[src/hdl/q24alu_pkg.sv]
`timescale 1ns / 1ps

package q24alu_pkg;

  localparam int unsigned IN_WIDTH           = 32;
  localparam int unsigned DEF_WORD_WIDTH     = 32;
  localparam int unsigned DEF_FRACTION_BITS  = 8;

  typedef enum logic [3:0] {
    MODE_ADD      = 4'd0,
    MODE_SUB      = 4'd1,
    MODE_MUL      = 4'd2,
    MODE_DIV      = 4'd3,
    MODE_LT       = 4'd4,
    MODE_GT       = 4'd5,
    MODE_LE       = 4'd6,
    MODE_GE       = 4'd7,
    MODE_EQ       = 4'd8,
    MODE_NE       = 4'd9,
    MODE_MIN      = 4'd10,
    MODE_MAX      = 4'd11,
    MODE_INC      = 4'd12,
    MODE_DEC      = 4'd13,
    MODE_FROM_INT = 4'd14,
    MODE_TO_INT   = 4'd15
  } mode_t;

endpackage

[src/hdl/q24alu_div_cell.sv]
`timescale 1ns / 1ps

module q24alu_div_cell
  import q24alu_pkg::*;
#(
  parameter int unsigned WW = DEF_WORD_WIDTH,
  parameter int unsigned DW = DEF_WORD_WIDTH + DEF_FRACTION_BITS,
  parameter int unsigned PW = 8
) (
  input  logic          clk,
  input  logic          rst_n,
  input  logic          vld_i,
  input  logic [WW-1:0] rem_i,
  input  logic [DW-1:0] nq_i,
  input  logic [WW-1:0] den_i,
  input  logic [PW-1:0] pay_i,
  output logic          vld_o,
  output logic [WW-1:0] rem_o,
  output logic [DW-1:0] nq_o,
  output logic [WW-1:0] den_o,
  output logic [PW-1:0] pay_o
);

  logic          vld_r;
  logic [WW-1:0] rem_r, rem_nxt;
  logic [DW-1:0] nq_r, nq_nxt;
  logic [WW-1:0] den_r;
  logic [PW-1:0] pay_r;
  logic [WW:0]   rem_sh;
  logic [WW:0]   diff;
  logic          ge;

  // one restoring step: bring down the next dividend bit
  always_comb begin
    rem_sh  = {rem_i, nq_i[DW-1]};
    ge      = (rem_sh >= {1'b0, den_i});
    diff    = rem_sh - {1'b0, den_i};
    rem_nxt = ge ? diff[WW-1:0] : rem_sh[WW-1:0];
    nq_nxt  = {nq_i[DW-2:0], ge};
  end

  always_ff @(posedge clk) begin
    if (!rst_n) begin
      vld_r <= 1'b0;
    end else begin
      vld_r <= vld_i;
    end
  end

  always_ff @(posedge clk) begin
    rem_r <= rem_nxt;
    nq_r  <= nq_nxt;
    den_r <= den_i;
    pay_r <= pay_i;
  end

  assign vld_o = vld_r;
  assign rem_o = rem_r;
  assign nq_o  = nq_r;
  assign den_o = den_r;
  assign pay_o = pay_r;

endmodule
[config.mk]
export PLATFORM = sky130hd
export DESIGN_NAME = q24alu_div_cell
export DESIGN_NICKNAME = d
export VERILOG_FILES = /design/src/hdl/q24alu_pkg.sv /design/src/hdl/q24alu_div_cell.sv
export SDC_FILE = /design/constraint.sdc
export NUM_CORES = 1
export LEC_CHECK = 0
export ABC_AREA = 1
export BUFFER_PORTS_ARGS = -buffer_cell sky130_fd_sc_hd__buf_4
export CAP_MARGIN = 25
export CORE_UTILIZATION = 52
export DETAILED_ROUTE_END_ITERATION = 8
export GPL_TIMING_DRIVEN = 0
export PLACE_DENSITY = 0.86
export RECOVER_POWER = 50
export SYNTH_ARGS = -nofsm -noshare
export SYNTH_HDL_FRONTEND = slang
export SYNTH_SLANG_ARGS = --single-unit
export TNS_END_PERCENT = 20
[constraint.sdc]
create_clock -name clk -period 2.9 [get_ports clk]
set_input_delay 0.58 -clock clk [delete_from_list [all_inputs] [get_ports clk]]
set_output_delay 0.58 -clock clk [all_outputs]
set_load 0.005 [all_outputs]
# Yosys cells after proc, flatten, opt, wreduce, memory -nomap -nowiden
# Cells that the tools add are included.
# totals
register_bits	113
output_inout_bits	113
wordCells	8
# classes
addsub	1
order_cmp	1
n_mux	1
# op_table
operator	n
$ge A33 B32 Y1	1
$mux W32	1
$sub A32 B32 Y32	1

# Logic depth before layout (Yosys ltp)
# Gate-level depths: netlist of the first run.
# depth
word_depth	2
mapped_depth	17

# Least setup slack after synthesis of the first run
# No wires, ideal clock.
# synth_path
path_kind	input port to flip-flop
from	input nq_i[39]
to	register rem_r[16], in the netlist rem_o[16]
setup_ns	0.113
t_arrival_ns	1.940
setup_slack_ns	0.846
path_stages	13
path_cell_list	inv_1 -> ha_1 -> fa_1 -> inv_1 -> nand3_1 -> nand3_1 -> nand2_1 -> nand3_1 -> nand3_1 -> nand2_1 -> nand2_1 -> nand3_1 -> nand2_1
# synth_via
elab_chain_cells	2
# synth_rtl
element	line_no	rtl
from (decl)	q24alu_div_cell.sv:14	input logic [DW-1:0] nq_i,
$sub A32 B32 Y32 or $ge A33 B32 Y1 (tied branches)	q24alu_div_cell.sv:37, q24alu_div_cell.sv:36	
$mux W32 (*)	q24alu_div_cell.sv:38	rem_nxt = ge ? diff[WW-1:0] : rem_sh[WW-1:0];
named net rem_nxt[16]	q24alu_div_cell.sv:25	logic [WW-1:0] rem_r, rem_nxt;
to (signal assigned)	q24alu_div_cell.sv:51	rem_r <= rem_nxt;
to (decl)	q24alu_div_cell.sv:25	
# The timed path passes the listed nets; every way through them passes the cells marked *.
# A chain may end at the register's enable or synchronous reset.

# Worst setup path after layout of the first run
# layout_path
from	input den_i[23]
to	register rem_r[16], in the netlist rem_o[16]
# layout_via
elab_chain_cells	2
# layout_rtl
element	line_no	rtl
from (decl)	q24alu_div_cell.sv:15	input logic [WW-1:0] den_i,
$ge A33 B32 Y1	q24alu_div_cell.sv:36	ge = (rem_sh >= {1'b0, den_i});
$mux W32	q24alu_div_cell.sv:38	
named net rem_nxt[16]	q24alu_div_cell.sv:25	
# The timed path passes the listed nets, and every way through them passes these cells.

==> reports/metrics.cfg, run 1 <==
[critical_path]
crit_end=rem_o[16]
crit_fanout=10
crit_path_start=den_i[23]
required_ns=3.31
crit_path_end_kind=flip-flop
crit_type=in2reg
critPathLaunchType=input port
cp_data_arrival_time_ns=2.51

[drt]
viasPerCell=4.72
wl_per_cell_um=14.2
drt_pass1_iterations=5
vias=5459
final_antenna_net_count=0
drt_iter0_drc=256
drt-total-wl_um=16400
drc=0

[placed_design]
dpl.hpwl_um=12300
post-place-ws_ns=0.331
gp_congestion=0.879
io_buffers=227

[power_and_ir_drop]
peakVddDrop_mv=0.382
p_total_uw=4960
power_leakage_uw=0.00448
p_per_area_nw_per_um2=633

[sta]
tightest_slew_ns=0.320
final_max_slew_viol_count=0
setup-tns-final_ns=0
finalSetupViolations=0
grt_setup_unrepaired=no
max_slew_margin_pct=78.7
min_period_ns=2.11
period_share_pct=72.6
fin_ws_ns=0.795
fmax_mhz=475
hold_viol_final=0

[cts]
clk_pin_slew_ns=0.06
cts_inserted_buffers=17
htreeDepth=4
cts_hold_buf=0
cts_sinks=113
clockBufferDepth=2
tritoncts=built
cts_setup_buffers=0
cts-root-buf=clkbuf_8
cts-resized-gates=0

[synth]
syn_area_um2=5380
syn-mean-instance-area_um2=7.03
synthCells=765
ys_types=27
synth_seq_cells=113
yosysSeqAreaShare_pct=42.0
syn_nets=913
yosys_warnings=0

[floorplanning]
start_util_pct=54.3
io_pins=228
dieArea_um2=10800
coreArea_um2=9910
die_y_um=104
die_w_um=104
std_cell_rows=36

[finish]
n_antenna_cell=0
synthToLayoutAreaGrowth_pct=45.6
final_nets=1159
drive_above_1_share_pct=27.8

[global_route]
grt_use_total_pct=31.9
grt_pass1_vias=5478
antenna_found_initial=0
overflow=0
grt_max_degree=17
grt_pass1_wl_um=26800

[worst_hold_path]
hold_path_class=in2reg

[job]
maxCapViolCount=0

[run_status]
status=completed

## worst max-delay path: stages
cell      delay [ns]
clkbuf_4        0.10
inv_1           0.03
ha_1            0.35
nand2_1         0.14
nor2_1          0.21
nand2_1         0.13
nor2_2          0.16
nand2_1         0.10
nand3_1         0.12
nor2_2          0.08
nand2_8         0.14
inv_4           0.06
buf_6           0.15
nand2_2         0.07
nand2_1         0.07
## worst min path at each step
stage               startpoint       end  slack [ns]  depth (start not counted)
floorplan             den_i[0]  den_o[0]        0.61                          0
global placement      pay_i[2]  pay_o[2]        0.68                          1
detailed placement    nq_i[21]  nq_o[22]        0.69                          1
CTS                   nq_i[13]  nq_o[14]        0.14                          1
global route          nq_i[31]  nq_o[32]        0.16                          1
finish                pay_i[7]  pay_o[7]        0.18                          1
## synthesized netlist by cell type (all sizes together)
library cell  number  share of area, %
and2               8              0.93
nand3             38               3.6
nand4              2              0.23
nor3               8              0.93
nand2            313                23
a21oi             21               2.0
o21ai              2              0.19
buf                7               1.3
o21bai             2              0.28
xor2              13               2.1
xnor2              1              0.16
inv              153                11
fa                 1              0.37
nand3b            10               1.4
or2                1              0.12
ha                32               7.4
nor2              40               3.1
dfxtp            113                42
## area by class of cell
type | instances | area [um^2]
buffer | 7 | 72.6
inverter | 153 | 577
tap | 133 | 166
sequential | 113 | 2260
multi-input combinational | 492 | 2470
clock inverter | 13 | 173
timing repair buffer | 227 | 1670
clock buffer | 19 | 442
fill | 763 | 2070
## sequential cells by signal, summed over array words and instances, names as in the netlist
signal and flops:
den_o 32, nq_o 40, pay_o 8, rem_o 32
vld_o 1
## routing by layer
metal	up-vias	GRT usage [%]	wire [um]
li1	2795	-	-
met1	2395	34.6	6500
met2	220	57.6	8210
met3	49	8.37	1060
met4	0	15.2	646
met5	-	0	0
## power breakdown
| part | internal, uW | leakage (uW) | switching [uW] | total (uW) |
|---|---|---|---|---|
| combinational | 479 | 0.00323 | 553 | 1030 |
| sequential | 1700 | 0.000953 | 42.1 | 1750 |
| clock | 1370 | 0.000300 | 807 | 2180 |
## cell usage in the layout, fill, tap and decap left out, types with 8 or more instances in the layout
cell | Yosys | layout
clkbuf_16 | 0 | 16
nor2_1 | 34 | 34
clkbuf_4 | 0 | 105
nand3_1 | 37 | 37
inv_1 | 151 | 151
ha_1 | 32 | 32
nand2_1 | 298 | 298
a21oi_1 | 21 | 21
clkbuf_1 | 0 | 8
nand3b_1 | 10 | 10
dfxtp_1 | 113 | 113
xor2_1 | 13 | 13
and2_1 | 8 | 8
buf_4 | 0 | 114
nand2_2 | 11 | 11
## kinds of logic after synthesis
kind of cell               synth area share [%]
and+or+nand+nor                            33.4
buffers and inverters                      12.1
DFF                                        42.0
adders and majority gates                  7.81
AOI/OAI and AO/OA                          2.42
xor gates and xnor gates                   2.28
## through the flow
stage	hold WS [ns]	cells	instance area (um^2)	util (%)
2_1_floorplan	0.608	765	5380	-
3_3_place_gp	0.684	1125	7250	73.2
3_5_place_dp	0.686	1125	7250	73.2
4_1_cts	0.145	1157	7870	79.4
5_1_grt	0.160	1157	7840	79.1
6_report	0.178	1157	7840	79.1
Power figures use the tool's default switching activity.
==> inputs of run 2 (changes only) <==
Settings changed: CORE_UTILIZATION 52 to 43, PLACE_DENSITY 0.86 to 0.76.
Clock period 2.9 ns to 1.8 ns, I/O delays scaled along.
==> run 2 against run 1 <==
Worst hold slack got worse by 0.12 ns. Non-clock buffer count is 4 higher. First-iteration DRC count up 15%. Cell area increased by 6.4%. Global-route usage is 8.1 points lower. Critical path depth up 1. Clock power is 76% higher. Total power rose by 70%. Critical path type unchanged. Sequential cell count did not move. Clock-buffer cell count grew 2.
==> reports/metrics.cfg, run 2 (same netlist as run 1, synthesis figures left out) <==
[run_status]
status=completed

[floorplanning]
std_cell_rows=40
start_util_pct=44.4
dieArea_um2=13000
die_w_um=114
io_pins=228
die_y_um=114
coreArea_um2=12100

[finish]
drive_above_1_share_pct=32.5
n_antenna_cell=0
layout_commonest_cell=nand2_1
finalNonFillerCells=1194
layout_common_cells=nand2_1 (289), inv_1 (151), buf_4 (136)
fill_cells=1032
synthToLayoutAreaGrowth_pct=54.9
multiInputGateArea_um2=2790
final_nets=1163
final_area_um2=8330
final-seq-area_um2=2260
largest_reg_flops=40

[sta]
final_max_slew_viol_count=0
max_slew_margin_pct=81.5
grt_setup_unrepaired=yes
tightest_slew_ns=0.278
fin_ws_ns=0.0302
whs_ns=0.0565
hold_viol_final=0
period_share_pct=98.3
finalSetupViolations=0
fmax_mhz=565
min_period_ns=1.77

[drt]
drc=0
viasPerCell=4.47
drt_iter0_drc=295
wl_per_cell_um=13.0
drt-total-wl_um=15500
final_antenna_net_count=0
vias=5333
drt_pass1_iterations=5

[global_route]
grt_pass1_vias=4969
antenna_found_initial=0
grt_use_total_pct=23.8
grt_pass1_wl_um=23500
overflow=0
grt_max_degree=17

[job]
maxCapViolCount=0

[placed_design]
post-place-ws_ns=-0.481
gp_congestion=0.892
numPlacedInstances=1160
place_area_um2=7320
dpl.hpwl_um=12100
io_buffers=227

[critical_path]
crit_fanout=10
required_ns=2.10
crit_type=in2reg
cp_data_arrival_time_ns=2.07
critPathLaunchType=input port
crit_path_end_kind=flip-flop

[cts]
cts_inserted_buffers=17
htreeDepth=4
clk_pin_slew_ns=0.05
tritoncts=built
cts-root-buf=clkbuf_16
clockBufferDepth=2
cts_sinks=113
cts_hold_buf=0

[worst_hold_path]
hold_path_class=in2reg

[power_and_ir_drop]
p_per_area_nw_per_um2=1010
peakVddDrop_mv=0.505
power_leakage_uw=0.00458

[run 2: changes by cell type in the layout (fill, tap and decap cells not counted), sizes merged]
cell	before	now
clkbuf	132	117
clkinv	4	3
clkinvlp	1	0
buf	121	142
inv	158	153
bufinv	3	6
[run 2: report_power, final]
part	switching [uW]	internal, uW	leakage, uW
registers	61.3	2750	0.000953
clock network	1110	2730	0.000335
logic	917	864	0.00329
[run 2: critical path: stages]
cell and delay (ns):
buf_4 0.11, ha_1 0.28, buf_4 0.16, nand2_1 0.06
nand2_1 0.05, nand2_1 0.07, nand2_1 0.06, nand2_1 0.12
nand3_4 0.13, nand2_4 0.09, nand2_4 0.05, nand2_4 0.08
nand2_8 0.09, buf_6 0.16, nand3_1 0.12, nand2_1 0.08
[run 2: repair_timing]
item / in CTS / in global routing
gates resized for setup: 3 / 46
pin swaps: 0 / 9
endpoints found under the setup margin: 29 / 30
endpoints found under the hold margin: 0 / 0
setup buffers: 0 / 4
[run 2: path summary, 6_finish.rpt]
| path | startpoint | end | slack (ns) | depth (start not counted) |
|---|---|---|---|---|
| setup / recovery | rem_i[1] | rem_o[24] | 0.03 | 16 |
| hold / removal | den_i[29] | den_o[29] | 0.06 | 1 |
[run 2: final cells by class]
cell class	instances	area share (%)
flip-flops and latches	113	27.1
clock buffers	21	5.76
well taps	168	2.52
plain buffers	7	1.05
inverters	153	6.92
multi-input cells	492	33.5
clock inverters	9	2.43
repair buffers	231	20.7
[run 2: metrics by stage]
| step | setup TNS [ns] | util, % | total power, uW |
|---|---|---|---|
| after floorplan | 0 | - | 3710 |
| after detailed placement | -14.35 | 60.4 | 4520 |
| after global placement | -13.66 | 60.4 | 4490 |
| after global routing | -0.197 | 68.8 | 8850 |
| final | 0 | 68.8 | 8430 |
| after CTS | 0 | 66.1 | 8400 |
[run 2: metal layers]
layer	vias up	share of wire [%]	wire length (um)	GRT usage (%)
met5	-	0	0	0
met4	0	2.0	310	8.31
met3	26	6.4	986	6.38
met2	198	51	7880	43.2
met1	2325	41	6330	26.8
li1	2784	-	-	-
